==> src/design/litc_pkg.sv <==
// Package for the linear index to coordinates block: widths, register codes, shared types.
// No dependencies.
`timescale 1ns / 1ps
package litc_pkg;
    localparam int DEF_MAX_RANK    = 4;
    localparam int DEF_INDEX_WIDTH = 32;
    localparam int AXIS_REGS       = 4;
    localparam int SIZE_W          = 16;
    localparam int CFG_IDX_W       = 3;
    localparam int CFG_DATA_W      = 16;
    localparam int AXIS_W          = 2;
    localparam int RANK_W          = 3;

    localparam logic [CFG_IDX_W-1:0] REG_RANK  = 3'd0;
    localparam logic [CFG_IDX_W-1:0] REG_AXIS0 = 3'd1;
    localparam logic [CFG_IDX_W-1:0] REG_AXIS1 = 3'd2;
    localparam logic [CFG_IDX_W-1:0] REG_AXIS2 = 3'd3;
    localparam logic [CFG_IDX_W-1:0] REG_AXIS3 = 3'd4;

    typedef struct packed {
        logic              valid;
        logic [AXIS_W-1:0] axis;
        logic [SIZE_W-1:0] coord;
        logic              last;
    } t_result;
endpackage

==> src/design/litc_front.sv <==
// Front end: config registers, input acceptance, queue of pending indexes.
// Depends on litc_pkg.
`timescale 1ns / 1ps
module litc_front import litc_pkg::*; #(
    parameter int MAX_RANK    = DEF_MAX_RANK,
    parameter int INDEX_WIDTH = DEF_INDEX_WIDTH
) (
    input  logic                   i_clk,
    input  logic                   i_rst_n,
    input  logic                   i_cfg_we,
    input  logic [CFG_IDX_W-1:0]   i_cfg_idx,
    input  logic [CFG_DATA_W-1:0]  i_cfg_data,
    input  logic                   i_valid,
    output logic                   o_ready,
    input  logic [INDEX_WIDTH-1:0] i_index,
    output logic                   o_q_valid,
    input  logic                   i_q_pop,
    output logic [INDEX_WIDTH-1:0] o_q_index,
    output logic [RANK_W-1:0]      o_rank,
    output logic [SIZE_W-1:0]      o_size [AXIS_REGS]
);
    localparam int LIM = (MAX_RANK < AXIS_REGS) ? MAX_RANK : AXIS_REGS;
    logic [RANK_W-1:0]      r_rank;
    logic [SIZE_W-1:0]      r_size [AXIS_REGS];
    logic [INDEX_WIDTH-1:0] r_q [2];
    logic                   r_wp, r_rp;
    logic [1:0]             r_cnt;
    logic                   push;

    always_ff @(posedge i_clk) begin
        if (!i_rst_n) begin
            r_rank <= 3'd4;
            for (int i = 0; i < AXIS_REGS; i++) r_size[i] <= SIZE_W'(1);
        end else if (i_cfg_we) begin
            unique case (i_cfg_idx)
                REG_RANK: r_rank <= i_cfg_data[RANK_W-1:0];
                REG_AXIS0, REG_AXIS1, REG_AXIS2, REG_AXIS3: begin
                    if (i_cfg_data != '0) r_size[2'(i_cfg_idx - 3'd1)] <= i_cfg_data;
                end
                default: ;
            endcase
        end
    end

    always_comb begin
        o_rank = r_rank;
        if (r_rank == '0) o_rank = 3'd1;
        if (r_rank > RANK_W'(LIM)) o_rank = RANK_W'(LIM);
    end
    assign o_size = r_size;

    assign o_ready   = (r_cnt != 2'd2);
    assign push      = i_valid && o_ready;
    assign o_q_valid = (r_cnt != 2'd0);
    assign o_q_index = r_q[r_rp];

    always_ff @(posedge i_clk) begin
        if (push) r_q[r_wp] <= i_index;
    end
    always_ff @(posedge i_clk) begin
        if (!i_rst_n) begin
            r_wp <= 1'b0; r_rp <= 1'b0; r_cnt <= 2'd0;
        end else begin
            if (push) r_wp <= ~r_wp;
            if (i_q_pop) r_rp <= ~r_rp;
            r_cnt <= r_cnt + 2'(push) - 2'(i_q_pop);
        end
    end
endmodule

==> src/design/litc_div.sv <==
// Radix-2 restoring divider: running value by axis size, one quotient bit per cycle.
// Depends on litc_pkg.
`timescale 1ns / 1ps
module litc_div import litc_pkg::*; #(
    parameter int INDEX_WIDTH = DEF_INDEX_WIDTH
) (
    input  logic                   i_clk,
    input  logic                   i_rst_n,
    input  logic                   i_start,
    input  logic [INDEX_WIDTH-1:0] i_num,
    input  logic [SIZE_W-1:0]      i_den,
    output logic                   o_done,
    output logic [INDEX_WIDTH-1:0] o_quot,
    output logic [SIZE_W-1:0]      o_rem
);
    localparam int CW = $clog2(INDEX_WIDTH + 1);
    logic [INDEX_WIDTH-1:0] r_q;
    logic [SIZE_W-1:0]      r_r;
    logic [SIZE_W-1:0]      r_d;
    logic [CW-1:0]          r_n;
    logic                   r_busy;
    logic [SIZE_W:0]        sh;

    assign sh = {r_r, r_q[INDEX_WIDTH-1]};
    always_ff @(posedge i_clk) begin
        if (!i_rst_n) begin
            r_busy <= 1'b0; o_done <= 1'b0; r_n <= '0;
        end else begin
            o_done <= 1'b0;
            if (i_start) begin
                r_busy <= 1'b1; r_n <= CW'(INDEX_WIDTH);
            end else if (r_busy) begin
                r_n <= r_n - CW'(1);
                if (r_n == CW'(1)) begin
                    r_busy <= 1'b0; o_done <= 1'b1;
                end
            end
        end
    end
    always_ff @(posedge i_clk) begin
        if (i_start) begin
            r_q <= i_num; r_r <= '0; r_d <= i_den;
        end else if (r_busy) begin
            if (sh >= {1'b0, r_d}) begin
                r_r <= SIZE_W'(sh - {1'b0, r_d});
                r_q <= {r_q[INDEX_WIDTH-2:0], 1'b1};
            end else begin
                r_r <= sh[SIZE_W-1:0];
                r_q <= {r_q[INDEX_WIDTH-2:0], 1'b0};
            end
        end
    end
    assign o_quot = r_q;
    assign o_rem  = r_r;
endmodule

==> src/design/litc_back.sv <==
// Back end: walks the axes innermost first, drives the divider, holds each result in an output register.
// Depends on litc_pkg and litc_div.
`timescale 1ns / 1ps
module litc_back import litc_pkg::*; #(
    parameter int INDEX_WIDTH = DEF_INDEX_WIDTH
) (
    input  logic                   i_clk,
    input  logic                   i_rst_n,
    input  logic                   i_q_valid,
    output logic                   o_q_pop,
    input  logic [INDEX_WIDTH-1:0] i_q_index,
    input  logic [RANK_W-1:0]      i_rank,
    input  logic [SIZE_W-1:0]      i_size [AXIS_REGS],
    output t_result                o_res,
    input  logic                   i_res_ready
);
    typedef enum logic [3:0] {
        S_IDLE = 4'b0001, S_DIV = 4'b0010, S_OUT = 4'b0100, S_NEXT = 4'b1000
    } t_state;
    t_state                 r_state;
    logic [INDEX_WIDTH-1:0] r_run;
    logic [AXIS_W-1:0]      r_axis;
    logic                   start, done;
    logic [INDEX_WIDTH-1:0] quot;
    logic [SIZE_W-1:0]      rem;
    logic                   out_free;

    assign out_free = !o_res.valid || i_res_ready;
    assign o_q_pop  = (r_state == S_IDLE) && i_q_valid;
    assign start    = o_q_pop || (r_state == S_NEXT);

    litc_div #(.INDEX_WIDTH(INDEX_WIDTH)) u_div (
        .i_clk, .i_rst_n, .i_start(start),
        .i_num(o_q_pop ? i_q_index : r_run),
        .i_den(i_size[o_q_pop ? 2'(i_rank - 3'd1) : r_axis]),
        .o_done(done), .o_quot(quot), .o_rem(rem)
    );

    always_ff @(posedge i_clk) begin
        if (!i_rst_n) begin
            r_state <= S_IDLE; o_res.valid <= 1'b0;
        end else begin
            if (r_state == S_OUT && out_free) o_res.valid <= 1'b1;
            else if (i_res_ready) o_res.valid <= 1'b0;
            unique case (r_state)
                S_IDLE: if (i_q_valid) r_state <= S_DIV;
                S_DIV:  if (done) r_state <= S_OUT;
                S_OUT:  if (out_free) r_state <= (r_axis == '0) ? S_IDLE : S_NEXT;
                S_NEXT: r_state <= S_DIV;
                default: r_state <= S_IDLE;
            endcase
            if (o_q_pop) r_axis <= 2'(i_rank - 3'd1);
            if (r_state == S_OUT && out_free) begin
                o_res.axis  <= r_axis;
                o_res.coord <= rem;
                o_res.last  <= (r_axis == '0);
                r_run       <= quot;
                r_axis      <= r_axis - 2'd1;
            end
        end
    end

`ifndef NO_ASSERTIONS
    a_pop_idle: assert property (@(posedge i_clk) disable iff (!i_rst_n)
        o_q_pop |-> r_state == S_IDLE) else $error("pop outside idle");
    a_done_div: assert property (@(posedge i_clk) disable iff (!i_rst_n)
        done |-> r_state == S_DIV) else $error("divider done out of step");
    a_hold: assert property (@(posedge i_clk) disable iff (!i_rst_n)
        o_res.valid && !i_res_ready |=> o_res.valid && $stable(o_res.coord))
        else $error("result word dropped");
`endif
endmodule

==> src/design/linear_index_to_coordinates_top.sv <==
// Top level: flat index to per-axis coordinates.
// Depends on litc_pkg, litc_front, litc_back.
//  channel | dir | fields
//  s_axis  | in  | tdata[INDEX_WIDTH-1:0] flat_index
//  m_axis  | out | tdata[1:0] axis, [17:2] coordinate; tlast last
//  cfg     | in  | we, idx, data
// Each axis is resolved by one division in the bit-serial divider.
// A two-entry queue holds incoming indexes while the back end works.
// Reset is synchronous, active low; rank 4, sizes 1.
`timescale 1ns / 1ps
module linear_index_to_coordinates_top import litc_pkg::*; #(
    parameter int MAX_RANK    = DEF_MAX_RANK,
    parameter int INDEX_WIDTH = DEF_INDEX_WIDTH
) (
    input  logic                             i_clk,
    input  logic                             i_rst_n,
    input  logic                             i_cfg_we,
    input  logic [CFG_IDX_W-1:0]             i_cfg_idx,
    input  logic [CFG_DATA_W-1:0]            i_cfg_data,
    input  logic                             s_axis_tvalid,
    output logic                             s_axis_tready,
    input  logic [((INDEX_WIDTH+7)/8)*8-1:0] s_axis_tdata,  // flat_index
    output logic                             m_axis_tvalid,
    input  logic                             m_axis_tready,
    output logic [23:0]                      m_axis_tdata,  // axis, coordinate
    output logic                             m_axis_tlast
);
    logic                   q_valid, q_pop;
    logic [INDEX_WIDTH-1:0] q_index;
    logic [RANK_W-1:0]      rank;
    logic [SIZE_W-1:0]      size [AXIS_REGS];
    t_result                res;

    litc_front #(.MAX_RANK(MAX_RANK), .INDEX_WIDTH(INDEX_WIDTH)) u_front (
        .i_clk, .i_rst_n, .i_cfg_we, .i_cfg_idx, .i_cfg_data,
        .i_valid(s_axis_tvalid), .o_ready(s_axis_tready),
        .i_index(s_axis_tdata[INDEX_WIDTH-1:0]),
        .o_q_valid(q_valid), .i_q_pop(q_pop), .o_q_index(q_index),
        .o_rank(rank), .o_size(size)
    );
    litc_back #(.INDEX_WIDTH(INDEX_WIDTH)) u_back (
        .i_clk, .i_rst_n, .i_q_valid(q_valid), .o_q_pop(q_pop), .i_q_index(q_index),
        .i_rank(rank), .i_size(size), .o_res(res), .i_res_ready(m_axis_tready)
    );
    assign m_axis_tvalid = res.valid;
    assign m_axis_tdata  = {6'd0, res.coord, res.axis};
    assign m_axis_tlast  = res.last;
endmodule
==> config.mk <==
export PLATFORM = sky130hd
export DESIGN_NAME = linear_index_to_coordinates_top
export DESIGN_NICKNAME = d
export VERILOG_FILES = /design/src/design/litc_pkg.sv /design/src/design/litc_front.sv /design/src/design/litc_div.sv /design/src/design/litc_back.sv /design/src/design/linear_index_to_coordinates_top.sv
export SDC_FILE = /design/constraint.sdc
export NUM_CORES = 1
export LEC_CHECK = 0
export ABC_AREA = 1
export BUFFER_PORTS_ARGS = -buffer_cell sky130_fd_sc_hd__buf_4
export CORE_MARGIN = 5
export CORE_UTILIZATION = 35
export CTS_BUF_LIST = sky130_fd_sc_hd__clkbuf_16
export DETAILED_ROUTE_END_ITERATION = 7
export GPL_ROUTABILITY_DRIVEN = 1
export PLACE_DENSITY_LB_ADDON = 0.08
export RECOVER_POWER = 50
export SLEW_MARGIN = 20
export SYNTH_ARGS = -nofsm -noshare
export SYNTH_HDL_FRONTEND = slang
export SYNTH_HIERARCHICAL = 1
export SYNTH_SLANG_ARGS = --single-unit
==> constraint.sdc <==
create_clock -name i_clk -period 3.7 [get_ports i_clk]
set_input_delay 0.555 -clock i_clk [delete_from_list [all_inputs] [get_ports i_clk]]
set_output_delay 0.555 -clock i_clk [all_outputs]
set_load 0.02 [all_outputs]
==> results.tsv <==
stage	metric	value	unit
worst_setup_path	CP Max Fanout	23	
worst_setup_path	cell mode on critical path	nand2_1	
worst_setup_path	startpoint types	register	
sta	fin crit period	2.92	ns
status	status	finished with violations	
route	Via density	4.52	
final_layout	Syn-to-layout area delta	13.3	%
worst_setup_path	CP endpoint kind	register	
floorplan	Core Footprint	37700	sq um
clocking	CTS Buffer Depth	3	
worst_setup_path	RR Endpoint	u_back/u_div/o_quot[26]$_DFFE_PP_	
floorplan	die area	42100	sq um
clocking	CTS tree	done	
yosys	post-synthesis cell count	1594	
status	failing checks	capacitance limit, slew limit	
placed_design	hpwl dp	21800	um
route	WL/cell	15.0	um
route	Total Wirelength	32800	um
route	Vias	9911	
placed_design	Final Wtd Congestion	0.812	
worst_setup_path	Worst EP required	3.98	ns
final_layout	area of the multi-input gates	4810	sq um
worst_setup_path	reg2reg setup slack	0.78	ns
worst_hold_path	critical hold path startpoint	s_axis_tdata[0]	
clocking	setup bufs post-CTS	0	
worst_setup_path	worst-case reg-to-reg path depth	7	
clocking	clock transition at the registers of the reported paths	0.06	ns
pwr	Power Dens Cells	774	nW/um^2
clocking	H-tree depth	2	
sta	clk_skew	0.0198	ns
final_layout	layout cells sized above 1	0.109	
placed_design	Port Buffers	76	
sta	Rel. slew slack	-0.287	
clocking	Clk Latency, worst-skew pair	0.53	ns
sta	Setup TNS	0	ns
sta	Final setup viols	0	
route	DRC violations left	0	
global_routing	initial antenna violation count	0	
final_layout	ANT cells	0	
floorplan	Vert. Die Dim	205	um
route	antenna viol nets, final	0	
sta	Worst-Margin Slew	1.93	ns
worst_setup_path	CP peak stage delay	0.65	ns
final_layout	Final Instance Area	15100	sq um
final_layout	FILL cells	3955	
final_layout	Final nets	1737	
sta	Final Hold Viols	0	
route	Pre-antenna DRT Iters	5	
clocking	CTS buffer count	34	
worst_setup_path	Critical R2R Launch	u_back/r_state[2]$_SDFFE_PN0P_	
placed_design	placed cells	2134	
clocking	CTS Root Cell	clkbuf_16	
worst_hold_path	Hold Path End	u_front/r_q[1][0]$_DFFE_PP_	
pwr	leakage power	6.82	nW
sta	Final Slew Violations	33	
global_routing	first-pass GRT wire length	53500	um
worst_setup_path	WS Path Type	register to register	
clocking	Clock Sinks	266	
floorplan	die width	205	um
pwr	maximum vdd ir drop	0.340	mV
worst_hold_path	Hold Crit Class	input port to register	
route	DR iter-0 viols	668	
worst_setup_path	data arrival time of the worst path	3.20	ns
global_routing	maximum number of pins on one net before global-route repair	69	
final_layout	area occupied by registers	6980	sq um
floorplan	Initial Util	0.354	
sta	Fmax achieved	343	MHz
clocking	CTS Hold Bufs	0	
final_layout	Core Util, Final	0.402	
sta	unrepaired setup endpoints after global routing	false	
worst_setup_path	critical path cell sequence	nor2_2 > nand3_2 > nand2_2 > clkinv_1 > buf_4 > nand2_1 > nand2_1	
sta	Final period util	0.789	
global_routing	GRT Resource Usage Total	0.158	
final_layout	Layout Cells excl Fill	2195	
floorplan	IO Pins	83	
floorplan	row count	71	
job	max cap viols	1	
placed_design	Placed Area	14300	sq um
yosys	Yosys warning count	6	
global_routing	Overflow after GRT	0	
global_routing	vias in the first global route	9777	
worst_hold_path	worst hold stages	1	
clocking	post-CTS sizing	0	
yosys	syn avg cell area	8.37	sq um
worst_setup_path	Critical-path top delay cell	nand2_2	
yosys	Syn Std Cell Area	13300	sq um
-- metal layers --
layer / vias to the layer above / track usage / wire [um]
met5: - / 0 / 0
met4: 0 / 0.0431 / 700
met3: 51 / 0.0254 / 1260
met2: 171 / 0.239 / 14000
met1: 4532 / 0.235 / 16800
li1: 5157 / - / -
-- flip-flops by register name (all words and copies together) (netlist names), 2 cells and up, named ones only --
name and flops:
u_back/o_res 20, u_back/u_div/o_quot 32, u_back/r_state 4, u_front/r_cnt 2, u_front/r_rank 3, u_back/r_run 32, u_back/u_div/r_n 6, u_back/u_div/o_rem 16
u_front/o_size 64, u_front/r_q 64, u_back/u_div/r_d 16
-- cells in the final DEF, fill, tap and decap left out, types with 3 or more instances in the layout --
cell type  count
ha_1          21
nand3_4        4
buf_4         37
nand4_1       72
a21oi_1       16
nor2_4         6
mux2_2        32
inv_2         10
nor2_1       103
inv_1        301
nand3b_1       7
nor3b_1        3
clkbuf_1      40
xnor2_1        6
clkinv_1      10
nor2_2         6
nor3_1         8
xor2_1         4
nand3_1      126
nand2_4        5
clkbuf_4      15
conb_1         6
nand2_1      487
nand2_2       12
clkinv_2       6
nand3_2        4
edfxtp_1     165
dfxtp_1      101
o21ai_0       14
clkbuf_16     34
-- stage by stage --
step / setup slack, ns / power (W) / hold WS [ns]
after global routing: 0.487 / 0.0127 / 0.209
after floorplan: 0.273 / 0.00768 / 0.426
final: 0.782 / 0.0117 / 0.234
after global placement: 0.738 / 0.00885 / 0.437
after detailed placement: 0.685 / 0.00887 / 0.434
after CTS: 0.647 / 0.0119 / 0.175
-- worst max path at each step --
stage / cells after the start / end / start / slack, ns
6_report: 7 / u_back/u_div/o_quot[26]$_DFFE_PP_ / u_back/r_state[2]$_SDFFE_PN0P_ / 0.78
3_3_place_gp: 7 / u_back/u_div/o_quot[24]$_DFFE_PP_ / u_back/r_state[2]$_SDFFE_PN0P_ / 0.74
3_5_place_dp: 7 / u_back/u_div/o_quot[25]$_DFFE_PP_ / u_back/r_state[2]$_SDFFE_PN0P_ / 0.68
5_1_grt: 7 / u_back/u_div/o_quot[21]$_DFFE_PP_ / u_back/r_state[2]$_SDFFE_PN0P_ / 0.49
4_1_cts: 7 / u_back/u_div/o_quot[26]$_DFFE_PP_ / u_back/r_state[2]$_SDFFE_PN0P_ / 0.65
2_1_floorplan: 4 / u_back/o_res[0]$_DFFE_PP_ / m_axis_tready / 0.27
-- critical path: cells and delay by family (launching register included) --
kind | cells | cell delay (ns)
buf+inv | 2 | 0.85
flops | 1 | 0.35
simple gates | 5 | 1.45
-- cell type report --
class,count,area share
Clock buffer,34,0.0563
Multi-Input combinational cell,959,0.318
Inverter,304,0.0755
Tap cell,511,0.0423
Clock inverter,27,0.0105
Timing Repair Buffer,94,0.0363
Sequential cell,266,0.461
-- power by group --
part           internal (W)  leakage, nW  switching, W
logic               0.00138         3.93       0.00295
registers           0.00408         2.36      0.000334
clock network       0.00169        0.530       0.00128
Power figures use the tool's default switching activity.
